===== config.mk =====
export PLATFORM = sky130hd
export DESIGN_NAME = calendar_day_stepper_match_counter_unit
export DESIGN_NICKNAME = d
export VERILOG_FILES = /design/src/sv/cdsmc_pkg.sv /design/src/sv/calendar_day_stepper_match_counter_unit.sv /design/src/sv/cdsmc_day_step.sv
export SDC_FILE = /design/constraint.sdc
export NUM_CORES = 1
export LEC_CHECK = 0
export BUFFER_PORTS_ARGS = -buffer_cell sky130_fd_sc_hd__buf_4
export CAP_MARGIN = 30
export CORE_MARGIN = 1
export CORE_UTILIZATION = 30
export CTS_BUF_LIST = sky130_fd_sc_hd__clkbuf_16
export CTS_CLUSTER_SIZE = 20
export DETAILED_ROUTE_END_ITERATION = 8
export GPL_TIMING_DRIVEN = 0
export PLACE_DENSITY_LB_ADDON = 0.3
export SLEW_MARGIN = 10
export SYNTH_ARGS = -nofsm -noshare
export SYNTH_HDL_FRONTEND = slang
export SYNTH_SLANG_ARGS = --single-unit

===== constraint.sdc =====
create_clock -name clock -period 5.75 [get_ports clock]
set_input_delay 0.2875 -clock clock [delete_from_list [all_inputs] [get_ports clock]]
set_output_delay 0.2875 -clock clock [all_outputs]
set_load 0.005 [all_outputs]

===== src/sv/cdsmc_pkg.sv =====
package cdsmc_pkg;

   localparam int YearWidth   = 14;
   localparam int MonthWidth  = 4;
   localparam int DayWidth    = 5;
   localparam int WdayWidth   = 3;
   localparam int PackedWidth = YearWidth + MonthWidth + DayWidth;
   localparam int CountWidth  = 32;
   localparam int CsrIndexWidth = 3;

   // y is a multiple of 25 exactly when (y * inverse of 25) mod 2^14 stays
   // at or below floor((2^14 - 1) / 25).
   localparam logic [YearWidth-1:0] Inv25Mod   = 14'd7209;
   localparam logic [YearWidth-1:0] Div25Limit = 14'd655;

   localparam logic [PackedWidth-1:0] StartDateReset = 23'd973345;
   localparam logic [PackedWidth-1:0] EndDateReset   = 23'd1024415;
   localparam logic [WdayWidth-1:0]   StartWdayReset = 3'd1;
   localparam logic [DayWidth-1:0]    TargetDayReset = 5'd1;
   localparam logic [WdayWidth-1:0]   TargetWdayReset = 3'd6;

   localparam logic [YearWidth-1:0]  YearReset  = 14'd1901;
   localparam logic [MonthWidth-1:0] MonthReset = 4'd1;
   localparam logic [DayWidth-1:0]   DayReset   = 5'd1;
   localparam logic [WdayWidth-1:0]  WdayReset  = 3'd1;

   localparam logic [MonthWidth:0]   LastMonth  = 5'd12;

   typedef enum logic [CsrIndexWidth-1:0] {
      CSR_START_DATE  = 3'd0,
      CSR_END_DATE    = 3'd1,
      CSR_START_WDAY  = 3'd2,
      CSR_TARGET_DAY  = 3'd3,
      CSR_TARGET_WDAY = 3'd4
   } csr_index_type;

   typedef struct packed {
      logic [YearWidth-1:0]  year;
      logic [MonthWidth-1:0] month;
      logic [DayWidth-1:0]   day;
      logic [WdayWidth-1:0]  weekday;
   } date_type;

   typedef struct packed {
      logic in_range;
      logic hit;
   } step_flags_type;

   function automatic logic is_leap(input logic [YearWidth-1:0] y);
      logic [YearWidth-1:0] prod;
      logic by25;
      prod = y * Inv25Mod;
      by25 = (prod <= Div25Limit);
      return (y[1:0] == 2'd0) && (!by25 || (y[3:0] == 4'd0));
   endfunction

   function automatic logic [DayWidth-1:0] month_len(input logic [YearWidth-1:0] y,
                                                     input logic [MonthWidth-1:0] m);
      logic [DayWidth-1:0] len;
      len = 5'd31;
      if (m inside {4'd4, 4'd6, 4'd9, 4'd11}) begin
         len = 5'd30;
      end else if (m == 4'd2) begin
         len = is_leap(y) ? 5'd29 : 5'd28;
      end
      return len;
   endfunction

endpackage


===== src/sv/calendar_day_stepper_match_counter_unit.sv =====
// Latency: a result is valid the cycle after its request transfer.
// Throughput: one request per cycle unless a held result waits on rsp_ready;
// the day step, range compare and match test feed the registers that hold it.
// Reset: synchronous, active high; the date returns to 1901-01-01 (Tuesday),
// the match count to zero and all configuration registers to their defaults.
module calendar_day_stepper_match_counter_unit (
   input  logic                                    clock,
   input  logic                                    reset,
   input  logic                                    req_valid,
   output logic                                    req_ready,
   input  logic                                    req_restart,
   output logic                                    rsp_valid,
   input  logic                                    rsp_ready,
   output logic [cdsmc_pkg::YearWidth-1:0]         rsp_out_year,
   output logic [cdsmc_pkg::MonthWidth-1:0]        rsp_out_month,
   output logic [cdsmc_pkg::DayWidth-1:0]          rsp_out_day_of_month,
   output logic [cdsmc_pkg::WdayWidth-1:0]         rsp_out_weekday,
   output logic [cdsmc_pkg::CountWidth-1:0]        rsp_match_total,
   output logic                                    rsp_in_range,
   output logic                                    rsp_matched,
   input  logic                                    csr_write_enable,
   input  logic [cdsmc_pkg::CsrIndexWidth-1:0]     csr_index,
   input  logic [cdsmc_pkg::PackedWidth-1:0]       csr_write_data
);
   import cdsmc_pkg::*;

   logic [PackedWidth-1:0] start_date_ff;
   logic [PackedWidth-1:0] stop_date_ff;
   logic [WdayWidth-1:0]   start_wday_ff;
   logic [DayWidth-1:0]    match_day_ff;
   logic [WdayWidth-1:0]   target_wday_ff;

   date_type               date_ff, date_in, date_step;
   step_flags_type         flags_ff, flags_in, flags_step;
   logic [CountWidth-1:0]  count_ff, count_in;
   logic                   valid_ff;
   logic                   take;

   assign req_ready = !reset && (!valid_ff || rsp_ready);
   assign take      = req_valid && req_ready;

   // configuration registers
   always_ff @(posedge clock) begin
      if (reset) begin
         start_date_ff  <= StartDateReset;
         stop_date_ff   <= EndDateReset;
         start_wday_ff  <= StartWdayReset;
         match_day_ff   <= TargetDayReset;
         target_wday_ff <= TargetWdayReset;
      end else if (csr_write_enable) begin
         case (csr_index)
            CSR_START_DATE:  start_date_ff  <= csr_write_data;
            CSR_END_DATE:    stop_date_ff   <= csr_write_data;
            CSR_START_WDAY:  start_wday_ff  <= csr_write_data[WdayWidth-1:0];
            CSR_TARGET_DAY:  match_day_ff   <= csr_write_data[DayWidth-1:0];
            CSR_TARGET_WDAY: target_wday_ff <= csr_write_data[WdayWidth-1:0];
            default: ;
         endcase
      end
   end

   cdsmc_day_step u_day_step (
      .cur         (date_ff),
      .stop_date   (stop_date_ff),
      .match_day   (match_day_ff),
      .target_wday (target_wday_ff),
      .nxt         (date_step),
      .flags       (flags_step)
   );

   always_comb begin
      date_in  = date_ff;
      flags_in = '0;
      count_in = count_ff;
      if (req_restart) begin
         date_in.year    = start_date_ff[PackedWidth-1 -: YearWidth];
         date_in.month   = start_date_ff[DayWidth +: MonthWidth];
         date_in.day     = start_date_ff[DayWidth-1:0];
         date_in.weekday = start_wday_ff;
         count_in        = '0;
      end else if (flags_step.in_range) begin
         date_in  = date_step;
         flags_in = flags_step;
         // hold the count at its top value
         if (flags_step.hit && (count_ff != '1)) begin
            count_in = count_ff + 32'd1;
         end
      end
   end

   always_ff @(posedge clock) begin
      if (reset) begin
         date_ff  <= '{year: YearReset, month: MonthReset, day: DayReset,
                       weekday: WdayReset};
         flags_ff <= '0;
         count_ff <= '0;
         valid_ff <= 1'b0;
      end else begin
         if (take) begin
            date_ff  <= date_in;
            flags_ff <= flags_in;
            count_ff <= count_in;
            valid_ff <= 1'b1;
         end else if (rsp_ready) begin
            valid_ff <= 1'b0;
         end
      end
   end

   assign rsp_valid            = valid_ff;
   assign rsp_out_year         = date_ff.year;
   assign rsp_out_month        = date_ff.month;
   assign rsp_out_day_of_month = date_ff.day;
   assign rsp_out_weekday      = date_ff.weekday;
   assign rsp_match_total      = count_ff;
   assign rsp_in_range         = flags_ff.in_range;
   assign rsp_matched          = flags_ff.hit;

endmodule


===== src/sv/cdsmc_day_step.sv =====
module cdsmc_day_step (
   input  cdsmc_pkg::date_type                        cur,
   input  logic [cdsmc_pkg::PackedWidth-1:0]          stop_date,
   input  logic [cdsmc_pkg::DayWidth-1:0]             match_day,
   input  logic [cdsmc_pkg::WdayWidth-1:0]            target_wday,
   output cdsmc_pkg::date_type                        nxt,
   output cdsmc_pkg::step_flags_type                  flags
);
   import cdsmc_pkg::*;

   logic [PackedWidth-1:0] now;
   logic [DayWidth:0]      day_inc;
   logic                   roll;
   logic [MonthWidth:0]    month_adv;

   assign now       = {cur.year, cur.month, cur.day};
   assign day_inc   = {1'b0, cur.day} + 6'd1;
   assign roll      = day_inc > {1'b0, month_len(cur.year, cur.month)};
   assign month_adv = roll ? ({1'b0, cur.month} + 5'd1) : {1'b0, cur.month};

   always_comb begin
      flags.in_range = now < stop_date;
      flags.hit      = flags.in_range && (cur.day == match_day)
                       && (cur.weekday == target_wday);

      nxt.day = roll ? DayReset : day_inc[DayWidth-1:0];
      // any month past December wraps into January of the next year
      if (month_adv > LastMonth) begin
         nxt.month = MonthReset;
         nxt.year  = cur.year + 14'd1;
      end else begin
         nxt.month = month_adv[MonthWidth-1:0];
         nxt.year  = cur.year;
      end

      case (cur.weekday)
         3'd6:    nxt.weekday = 3'd0;
         3'd7:    nxt.weekday = 3'd1;
         default: nxt.weekday = cur.weekday + 3'd1;
      endcase
   end

endmodule


==> flow_summary.json, run 1 <==
{
  "yosys.area_share.simple": 0.228,
  "antenna_found_initial": 0,
  "async_flop_share": 0,
  "cts.sinks": 118,
  "r2r_end": "rsp_out_year[9]$_SDFFE_PP1P_",
  "fin_crit_sh": 1.07,
  "r2r-start": "rsp_out_year[1]$_SDFFE_PP0P_",
  "clk_latency_ps": 430,
  "grt_max_degree": 17,
  "io_pins": 94,
  "synth_edf_count": 0,
  "drive_above_1_share": 0.205,
  "ys_types": 67,
  "finalCriticalPeriod_ps": 6130,
  "synth_seq_cells": 118,
  "rsz0062_at_grt": "yes",
  "hold_end": "stop_date_ff[17]$_SDFFE_PP1P_",
  "muxShareOfSynthArea": 0.0138,
  "cp_data_arrival_time_ps": 6490,
  "area_delta_synth_final_pct": 29.4,
  "final_common_cell": "dfxtp_1",
  "num_antenna_cells": 0,
  "ff2ff_setup_slack_ps": -380,
  "post_drt_via_cell_ratio": 5.01,
  "cp_max_fo": 6,
  "synthAdderAreaFrac": 0.154,
  "layout_common_cells": "dfxtp_1, nand2_1, buf_4",
  "status": "finished with violations",
  "cts_tree": "yes",
  "hold_viol": 0,
  "reg2reg_depth": 27,
  "holdPathStages": 2,
  "synth_cells": 889,
  "syn_nets": 1005,
  "place_congestion": 0.834,
  "final_antenna_net_count": 0,
  "synth_compound_area_frac": 0.153,
  "grt_first_pass_wirelength_um": 34600,
  "clk_pin_slew_ps": 60,
  "final_cell_area_um2": 9500,
  "synth_top_family_by_area": "simple AND/OR/NAND/NOR gates",
  "core_area_um2": 23800,
  "overflow": 0,
  "row_count": 56,
  "postLayoutCoreUtil": 0.400,
  "grt_usage": 0.180,
  "syn_area_um2": 7340,
  "fmax_ghz": 0.163,
  "ir_drop_mv": 0.198,
  "die_h_um": 158,
  "grt_pass1_vias": 6387,
  "yosysWarnings": 0,
  "fp.dieW_um": 158,
  "synth_area_per_cell_um2": 8.26,
  "crit_type": "reg2reg",
  "synth_flop_cell": "dfxtp_1",
  "tightest_slew_ps": 745,
  "postCtsHoldBufs": 0,
  "hp-start": "csr_write_data[17]",
  "cp_data_required_time_ps": 6100,
  "dr_total_vias": 6765,
  "synthXorXnorAreaFrac": 0.0618,
  "cp-end-kind": "flip-flop",
  "finalWorstSetupSlack_ps": -383,
  "drc_errors": 0,
  "die-area_um2": 25100,
  "routedWlPerCell_um": 16.5,
  "setup_viol": 17,
  "leakage_nw": 4.10,
  "port_buffers": 92,
  "design_power_total_mw": 2.51,
  "placed_area_um2": 8460,
  "fin_nets": 1133,
  "cts_root_buffer": "clkbuf_16",
  "p_per_area_nw_per_um2": 264,
  "initial_utilization": 0.309,
  "final_max_slew_viol_count": 0,
  "start_kind": "flip-flop",
  "clock_path_buffers": 2,
  "hold_path_class": "in2reg",
  "slew_headroom": 0.503,
  "dr.pass1.iters": 5,
  "violations": "setup timing",
  "cts.htree.levels": 4,
  "final.setup_skew_ps": 11.6,
  "hpwl_um": 16200,
  "cts_buffers": 17,
  "ys_seq_area_frac": 0.322,
  "wl_um": 22300,
  "drt-initial-drc-count": 354,
  "drv_cap": 0
}
## cells by family after synthesis
family / after synthesis
multiplexers: 10
XOR/XNOR: 51
AO/OA/AOI/OAI: 164
AND/OR/NAND/NOR: 336
adder cells (fa/ha/maj): 84
buffers and inverters: 126
flip-flops: 118
## metrics by stage
step                setup TNS [ps]  setup slack [ps]  std cells  hold WS (ps)
floorplan                    -48.4             -48.4        889           405
global route                 -8820              -622       1349          69.5
global placement             -9980              -696       1300           443
finish                       -4320              -383       1349          69.2
detailed placement          -11170              -763       1300           450
CTS                          -5400              -399       1342          56.2
## where the power goes
| part | internal (mW) | switching [mW] |
|---|---|---|
| Sequential | 0.838 | 0.0291 |
| Combinational | 0.209 | 0.249 |
| Clock | 0.754 | 0.428 |
| Total | 1.80 | 0.706 |
## worst max-delay path, stage by stage, from the launching register on
cell and delay, ps:
dfxtp_4 350, fa_1 470, ha_1 310, ha_1 290, inv_2 30, fa_1 460, fa_1 510, inv_2 50
ha_4 230, nor2b_4 120, or3_1 320, a21oi_2 120, o211ai_1 120, o41ai_2 380, nand2_1 90, nand2_1 90
o21ai_2 60, ha_2 290, nand2_2 90, o211ai_4 100, o21ai_4 200, buf_4 140, nand4_1 150, o22ai_2 210
o21ai_2 120, buf_6 160, or4_4 460, o211ai_1 150
## worst max-delay path by stage
stage / startpoint / to / slack [ps] / cells past startpoint
3_3_place_gp: rsp_out_year[6]$_SDFFE_PP1P_ / rsp_out_year[9]$_SDFFE_PP1P_ / -700 / 27
6_report: rsp_out_year[1]$_SDFFE_PP0P_ / rsp_out_year[9]$_SDFFE_PP1P_ / -380 / 27
5_1_grt: rsp_out_year[1]$_SDFFE_PP0P_ / rsp_out_year[9]$_SDFFE_PP1P_ / -620 / 27
2_1_floorplan: rsp_out_year[1]$_SDFFE_PP0P_ / rsp_out_year[0]$_SDFFE_PP1P_ / -50 / 26
4_1_cts: rsp_out_year[1]$_SDFFE_PP0P_ / rsp_out_year[7]$_SDFFE_PP0P_ / -400 / 26
3_5_place_dp: rsp_out_year[6]$_SDFFE_PP1P_ / rsp_out_year[9]$_SDFFE_PP1P_ / -760 / 27
## state kept, by name (all words and copies together) (netlist names)
signal and count:
target_wday_ff 3, rsp_out_day_of_month 5, start_wday_ff 3, rsp_out_month 4, stop_date_ff 23, rsp_matched 1
rsp_match_total 32, rsp_out_weekday 3, rsp_valid 1, match_day_ff 5, rsp_out_year 14, rsp_in_range 1
start_date_ff 23
## repair_timing
action / CTS / global route
pin swaps: 23 / 34
setup buffers: 11 / 7
endpoints found under the setup margin: 22 / 23
resized for setup: 23 / 41
gates cloned: 1 / 1
## Yosys cell counts (all sizes together) (4+ instances only)
master | count | area [µm²]
dfxtp | 118 | 2360
nand2 | 106 | 398
nor2 | 82 | 310
inv | 78 | 293
ha | 73 | 913
a21oi | 54 | 270
clkbuf | 36 | 135
xor2 | 35 | 314
nand3 | 34 | 170
a211o | 21 | 184
nand4 | 21 | 131
o21ai | 19 | 103
and3 | 16 | 110
xnor2 | 16 | 140
o211ai | 14 | 110
buf | 12 | 68.8
fa | 11 | 220
nand3b | 10 | 75.1
or4 | 10 | 75.1
mux2i | 9 | 90.1
nand2b | 8 | 50.1
nor2b | 8 | 50.1
a211oi | 7 | 65.1
a31oi | 7 | 43.8
and4 | 7 | 61.3
nor3 | 7 | 40.0
nor4 | 6 | 43.8
or3 | 6 | 37.5
a21o | 5 | 37.5
a22oi | 5 | 37.5
and2 | 5 | 31.3
o31ai | 5 | 37.5
or2 | 5 | 31.3
o22ai | 4 | 31.3
## layer usage
| layer | vias to the layer above | wire (µm) | GRT usage |
|---|---|---|---|
| met5 | - | 0 | 0 |
| met4 | 0 | 386 | 0.0568 |
| met3 | 23 | 893 | 0.0267 |
| met2 | 171 | 10400 | 0.289 |
| met1 | 3218 | 10600 | 0.248 |
| li1 | 3353 | - | - |
## cell type report
class	instances	area, µm²
plain buffers	47	210
clock buffers	18	450
clock inverters	14	198
fillers	2430	14200
inverters	78	293
multi-input cells	645	4710
flip-flops and latches	118	2380
well taps	319	399
repair buffers	110	858
(Power assumes the default switching activity.)
==> run 2: changes to the inputs <==
--- a/config.mk
+++ b/config.mk
@@ -17,4 +17,5 @@
 export SLEW_MARGIN = 10
 export SYNTH_ARGS = -nofsm -noshare
 export SYNTH_HDL_FRONTEND = slang
+export SYNTH_HIERARCHICAL = 1
 export SYNTH_SLANG_ARGS = --single-unit
==> run 2 against run 1 <==
Effect of this change: the run still ends with setup timing left; combinational power increased by 88%; cell area increased by 3.6%; final cell count increased by 4.3%; fmax increased by 6.0%; clock power about the same; largest cell class unchanged; critical path depth decreased by 1; total power increased by 16%; register-to-register slack improved by 350 ps; global-route usage increased by 0.55 points; worst hold slack improved by 10 ps; critical path type unchanged; via count increased by 4.9%.
==> flow_summary.json, run 2 <==
{
  "tightest_slew_ps": 886,
  "die-area_um2": 26500,
  "cts.htree.levels": 4,
  "drc_errors": 0,
  "fp.dieW_um": 163,
  "holdPathStages": 3,
  "grt_first_pass_wirelength_um": 37800,
  "syn_area_um2": 7760,
  "start_kind": "flip-flop",
  "synth_area_leaders": "dfxtp_1, ha_1, nand2_1, mux2i_1, a21oi_1",
  "hold_path_class": "in2reg",
  "synth_area_per_cell_um2": 8.36,
  "postLayoutCoreUtil": 0.390,
  "tns_ps": -35.6,
  "ys_types": 75,
  "design_power_total_mw": 2.91,
  "rsz0062_at_grt": "yes",
  "violations": "setup timing",
  "ir_drop_mv": 0.149,
  "placed_area_um2": 8860,
  "setup_viol": 1,
  "yosysTopAreaCell": "dfxtp_1",
  "final_common_cell": "nand2_1",
  "leakage_nw": 4.37,
  "yosys.area.top_type_share": 0.305,
  "clock_path_buffers": 2,
  "clk_latency_ps": 430,
  "finalCriticalPeriod_ps": 5790,
  "dr.pass1.iters": 5,
  "post_drt_via_cell_ratio": 5.04,
  "routedWlPerCell_um": 17.2,
  "final.setup_skew_ps": 16.7,
  "fin_nets": 1180,
  "async_flop_share": 0,
  "fmax_ghz": 0.173,
  "place_congestion": 0.836,
  "cp-end-kind": "flip-flop",
  "dr_total_vias": 7096,
  "final_max_slew_viol_count": 0,
  "status": "finished with violations",
  "hpwl_um": 17300,
  "synth_top_family_by_area": "simple AND/OR/NAND/NOR gates",
  "cp_data_arrival_time_ps": 6080,
  "hold_viol": 0,
  "cp_data_required_time_ps": 6040,
  "layout_common_cells": "nand2_1, buf_4, dfxtp_1",
  "crit_type": "reg2reg",
  "drive_above_1_share": 0.208,
  "synth_top_cells_by_count": "nand2_1, dfxtp_1, ha_1",
  "synthXorXnorAreaFrac": 0.0505,
  "grt_usage": 0.186,
  "grt_max_degree": 17,
  "fin_crit_sh": 1.01,
  "synth_edf_count": 0,
  "slew_headroom": 0.402,
  "clk_pin_slew_ps": 60,
  "muxShareOfSynthArea": 0.0584,
  "synth_seq_cells": 118,
  "row_count": 58,
  "finalWorstSetupSlack_ps": -35.6,
  "num_antenna_cells": 0,
  "area_delta_synth_final_pct": 27.0,
  "cts.sinks": 118,
  "wl_um": 24200,
  "syn_nets": 1044,
  "postCtsHoldBufs": 0,
  "drt-initial-drc-count": 396,
  "grt_pass1_vias": 6831,
  "drv_cap": 0,
  "yosys.area_share.simple": 0.222,
  "overflow": 0,
  "synth_flop_cell": "dfxtp_1",
  "largest_register_ff_count": 32,
  "p_per_area_nw_per_um2": 295,
  "reg2reg_depth": 26,
  "port_buffers": 91,
  "antenna_found_initial": 0,
  "synth_compound_area_frac": 0.159,
  "cp_max_fo": 4,
  "initial_utilization": 0.307,
  "ys_seq_area_frac": 0.305,
  "final_antenna_net_count": 0,
  "io_pins": 94,
  "cts_buffers": 17,
  "synth.most_common_cell": "nand2_1",
  "synthAdderAreaFrac": 0.146,
  "final_cell_area_um2": 9850,
  "yosysWarnings": 6,
  "synth_cells": 928,
  "cts_root_buffer": "clkbuf_16",
  "core_area_um2": 25300,
  "cts_tree": "yes",
  "die_h_um": 163
}
## run 2: cell count changes after synthesis, moves of 8 or more
cell / delta
mux2i_1: +34
nand2_1: +32
xor2_1: -22
a211o_1: -21
inv_1: -15
nor2_1: -13
xnor2_1: +13
a211oi_1: +11
o21ai_0: +10
or4_1: -9
and2_1: +8
nand3b_1: -8
## run 2: final timing paths
path	start	endpoint	slack (ps)
worst min register to register	start_date_ff[3]$_SDFFE_PP0P_	start_date_ff[3]$_SDFFE_PP0P_	450
worst max register to register	rsp_out_year[6]$_SDFFE_PP1P_	rsp_out_year[1]$_SDFFE_PP0P_	-40
worst max-delay path	rsp_out_year[6]$_SDFFE_PP1P_	rsp_out_year[1]$_SDFFE_PP0P_	-40
worst min-delay path	csr_write_data[16]	stop_date_ff[16]$_SDFFE_PP1P_	80
## run 2: final cells by class
cell class	count	area (µm²)
fillers	2622	15400
multi-input cells	701	5060
flip-flops and latches	118	2390
repair buffers	117	898
clock buffers	17	425
well taps	330	413
inverters	65	244
plain buffers	44	216
clock inverters	15	199
## run 2: worst max-delay path, cell delays in order, from the launching register on
cell and delay [ps]:
dfxtp_4 360, ha_4 250, ha_4 240, ha_4 260
inv_2 30, fa_1 520, inv_1 50, ha_2 190
fa_2 370, a21o_1 200, a21oi_2 200, nor2b_1 70
o21ai_1 180, mux2i_1 240, nor3b_2 70, a31oi_2 220
ha_1 280, nand2_1 60, o2111a_2 230, a32oi_4 80
or4_4 450, a211oi_4 340, buf_4 190, nor2_4 50
mux2_4 310, mux2i_1 130, a211oi_1 90
## run 2: logic make-up after synthesis
logic type / Yosys count
fa+ha+maj: 84
simple gates: 349
compound gates: 180
mux: 45
buf+inv: 109
flops: 118
xor+xnor: 43
## run 2: power by group
part | internal (mW) | leakage [nW] | switching (mW)
combinational | 0.411 | 3.11 | 0.451
sequential | 0.846 | 0.960 | 0.0440
clock | 0.726 | 0.296 | 0.430
total | 1.98 | 4.37 | 0.925
## run 2: repair_timing
item	4_1_cts	5_1_grt
pin swaps	21	8
buffers inserted	22	3
resized for setup	31	12
cloned	1	0
setup endpoints to repair	18	16
## run 2: layer usage
layer | GRT usage | part of all wire | vias to the layer above
met2 | 0.302 | 0.47 | 176
met3 | 0.0272 | 0.047 | 30
li1 | - | - | 3512
met1 | 0.247 | 0.47 | 3378
met4 | 0.0705 | 0.018 | 0
met5 | 0 | 0 | -
## run 2: metrics by stage
step	hold WS, ps	setup slack [ps]	instances
6_report	79.2	-35.6	1407
5_1_grt	108	-224	1407
4_1_cts	68.6	0.906	1404
3_5_place_dp	447	-922	1349
3_3_place_gp	444	-842	1349
2_1_floorplan	408	7.43	928
==> run 3: changes to the inputs <==
--- a/config.mk
+++ b/config.mk
@@ -13,7 +13,7 @@
 export CTS_CLUSTER_SIZE = 20
 export DETAILED_ROUTE_END_ITERATION = 8
 export GPL_TIMING_DRIVEN = 0
-export PLACE_DENSITY_LB_ADDON = 0.3
+export PLACE_DENSITY = 0.54
 export SLEW_MARGIN = 10
 export SYNTH_ARGS = -nofsm -noshare
 export SYNTH_HDL_FRONTEND = slang
==> run 3 against run 2 <==
Effect of this change: the run now ends clean; clock power is 10% lower; fmax is 1.0% higher; critical path depth is 2 lower; core utilization hardly changed; routed wire length is 0.23% higher; sequential cell count stayed put; final cell count is 0.14% higher; clock-buffer cell count stayed put; register-to-register slack better by 60 ps; largest cell class unchanged; highest routed layer unchanged.
==> flow_summary.json, run 3 (same netlist as run 2, synthesis figures left out) <==
{
  "status": "finished clean",
  "hold_path_class": "in2reg",
  "place_congestion": 0.846,
  "drv_cap": 0,
  "num_antenna_cells": 0,
  "drc_errors": 0,
  "fin_crit_sh": 0.996,
  "power.share.switching": 0.336,
  "dr.pass1.iters": 5,
  "postLayoutCoreUtil": 0.390,
  "hold_end": "stop_date_ff[8]$_SDFFE_PP1P_",
  "p_per_area_nw_per_um2": 285,
  "cts_root_buffer": "clkbuf_16",
  "grt_usage": 0.187,
  "cts.htree.levels": 4,
  "wl_met1_um": 11700,
  "leakage_nw": 4.36,
  "clk_pin_slew_ps": 60,
  "switching_power_mw": 0.945,
  "overflow": 0,
  "port_buffers": 91,
  "final_common_cell": "nand2_1",
  "comb_power_share": 0.313,
  "r2r-start": "rsp_out_year[1]$_SDFFE_PP0P_",
  "crit_type": "reg2reg",
  "design_power_total_mw": 2.81,
  "p_int_mw": 1.86,
  "fillers": 2587,
  "io_pins": 94,
  "die_h_um": 163,
  "ir_drop_mv": 0.143,
  "layout_common_cells": "nand2_1, buf_4, dfxtp_1",
  "fin_nets": 1182,
  "final_max_slew_viol_count": 0,
  "drt-initial-drc-count": 481,
  "start_kind": "flip-flop",
  "ff2ff_setup_slack_ps": 20,
  "wl_um": 24200,
  "core_area_um2": 25300,
  "grt_max_degree": 17,
  "clock_path_buffers": 2,
  "rsz0062_at_grt": "yes",
  "final.setup_skew_ps": 13.6,
  "hpwl_um": 17500,
  "finalNonFillerCells": 1409,
  "cp_max_fo": 5,
  "reg2reg_depth": 24,
  "cts_tree": "yes",
  "drive_above_1_share": 0.216,
  "final_antenna_net_count": 0,
  "cts.sinks": 118,
  "setup_viol": 0,
  "tns_ps": 0,
  "dr_total_vias": 7057,
  "final_cell_area_um2": 9840,
  "post_drt_via_cell_ratio": 5.01,
  "route.met3.wl_um": 836,
  "fmax_ghz": 0.175,
  "wl_met2_um": 11400,
  "grt_first_pass_wirelength_um": 38000,
  "placed_area_um2": 8860,
  "slew_headroom": 0.406,
  "area_delta_synth_final_pct": 26.9,
  "hp-start": "csr_write_data[8]",
  "holdPathStages": 3,
  "routed.top_layer": "met4",
  "cts_buffers": 17,
  "cp-end-kind": "flip-flop",
  "largest_register_ff_count": 32,
  "fp.dieW_um": 163,
  "power_frac_clock": 0.371,
  "grt_pass1_vias": 6886,
  "die-area_um2": 26500,
  "initial_utilization": 0.307,
  "cp_data_required_time_ps": 6090,
  "clk_latency_ps": 430,
  "row_count": 58,
  "placedCellCount": 1349,
  "antenna_found_initial": 0,
  "r2r_end": "rsp_out_year[12]$_SDFFE_PP0P_",
  "tightest_slew_ps": 879,
  "hold_viol": 0,
  "seq_power_share": 0.317,
  "finalCriticalPeriod_ps": 5730,
  "cp_data_arrival_time_ps": 6060,
  "routedWlPerCell_um": 17.2
}
[run 3: cell types whose count changed in the layout (fill, tap and decap cells not counted), sizes merged]
| cell | previous run | this run |
|---|---|---|
| buf | 130 | 133 |
| bufinv | 4 | 1 |
| clkbuf | 48 | 47 |
| clkinv | 5 | 4 |
| clkinvlp | 3 | 4 |
| inv | 68 | 71 |
[run 3: cell type report]
class                      count  area (µm²)  area share
inverter                      65         244      0.0248
timing repair buffer         119         921      0.0936
tap                          330         413      0.0420
clock inverter                15         143      0.0145
clock buffer                  17         425      0.0432
multi-input combinational    701        5080       0.517
buffer                        44         216      0.0220
sequential                   118        2390       0.243
[run 3: metal layers]
layer / up-vias / global-route usage
li1: 3520 / -
met1: 3373 / 0.248
met2: 144 / 0.309
met3: 20 / 0.0362
met4: 0 / 0.0484
met5: - / 0
[run 3: power by group through the flow]
stage	Sequential (mW)	Clock (mW)	Combinational [mW]
floorplan	0.898	0	0.533
global placement	0.922	0	0.701
detailed placement	0.922	0	0.712
CTS	0.890	1.06	0.826
global route	0.894	1.10	0.983
finish	0.889	1.04	0.878
[run 3: what timing repair did]
| item | in CTS | in global routing |
|---|---|---|
| setup buffers | 22 | 5 |
| hold endpoints to repair | 0 | 0 |
| pin swaps | 27 | 11 |
| resized for setup | 37 | 17 |
| endpoints found under the setup margin | 18 | 16 |
| hold buffers | 0 | 0 |
| gates cloned | 1 | 0 |
[run 3: worst max-delay path: stages, from the launching register on]
cell	delay, ps
dfxtp_4	360
fa_1	530
ha_1	230
ha_1	300
inv_2	60
fa_1	430
fa_2	540
inv_2	40
ha_4	280
o22ai_2	60
nor4b_2	200
nor3b_2	210
a31oi_2	150
ha_1	310
nand2_1	60
o2111a_2	220
a32oi_4	80
or4_4	450
a211oi_4	220
buf_6	160
buf_6	130
o211ai_2	100
xnor2_2	160
mux2i_1	90
a211oi_1	260
[run 3: stage by stage]
step | hold slack [ps] | worst slack [ps]
floorplan | 408 | 7.43
global placement | 445 | -870
detailed placement | 448 | -941
CTS | 69.7 | -19.1
global route | 72.4 | -169
finish | 87.3 | 24.4
[run 3: how the worst max path moves through the flow]
stage                                             from                            end  slack (ps)  cells after the start
after floorplan           rsp_out_year[6]$_SDFFE_PP1P_   rsp_out_year[7]$_SDFFE_PP0P_           7                     26
after global placement    rsp_out_year[6]$_SDFFE_PP1P_  rsp_out_year[12]$_SDFFE_PP0P_        -870                     26
after detailed placement  rsp_out_year[6]$_SDFFE_PP1P_  rsp_out_year[12]$_SDFFE_PP0P_        -940                     26
after CTS                 rsp_out_year[1]$_SDFFE_PP0P_  rsp_out_year[12]$_SDFFE_PP0P_         -20                     23
after global routing      rsp_out_year[1]$_SDFFE_PP0P_  rsp_out_year[12]$_SDFFE_PP0P_        -170                     24
final                     rsp_out_year[1]$_SDFFE_PP0P_  rsp_out_year[12]$_SDFFE_PP0P_          20                     24
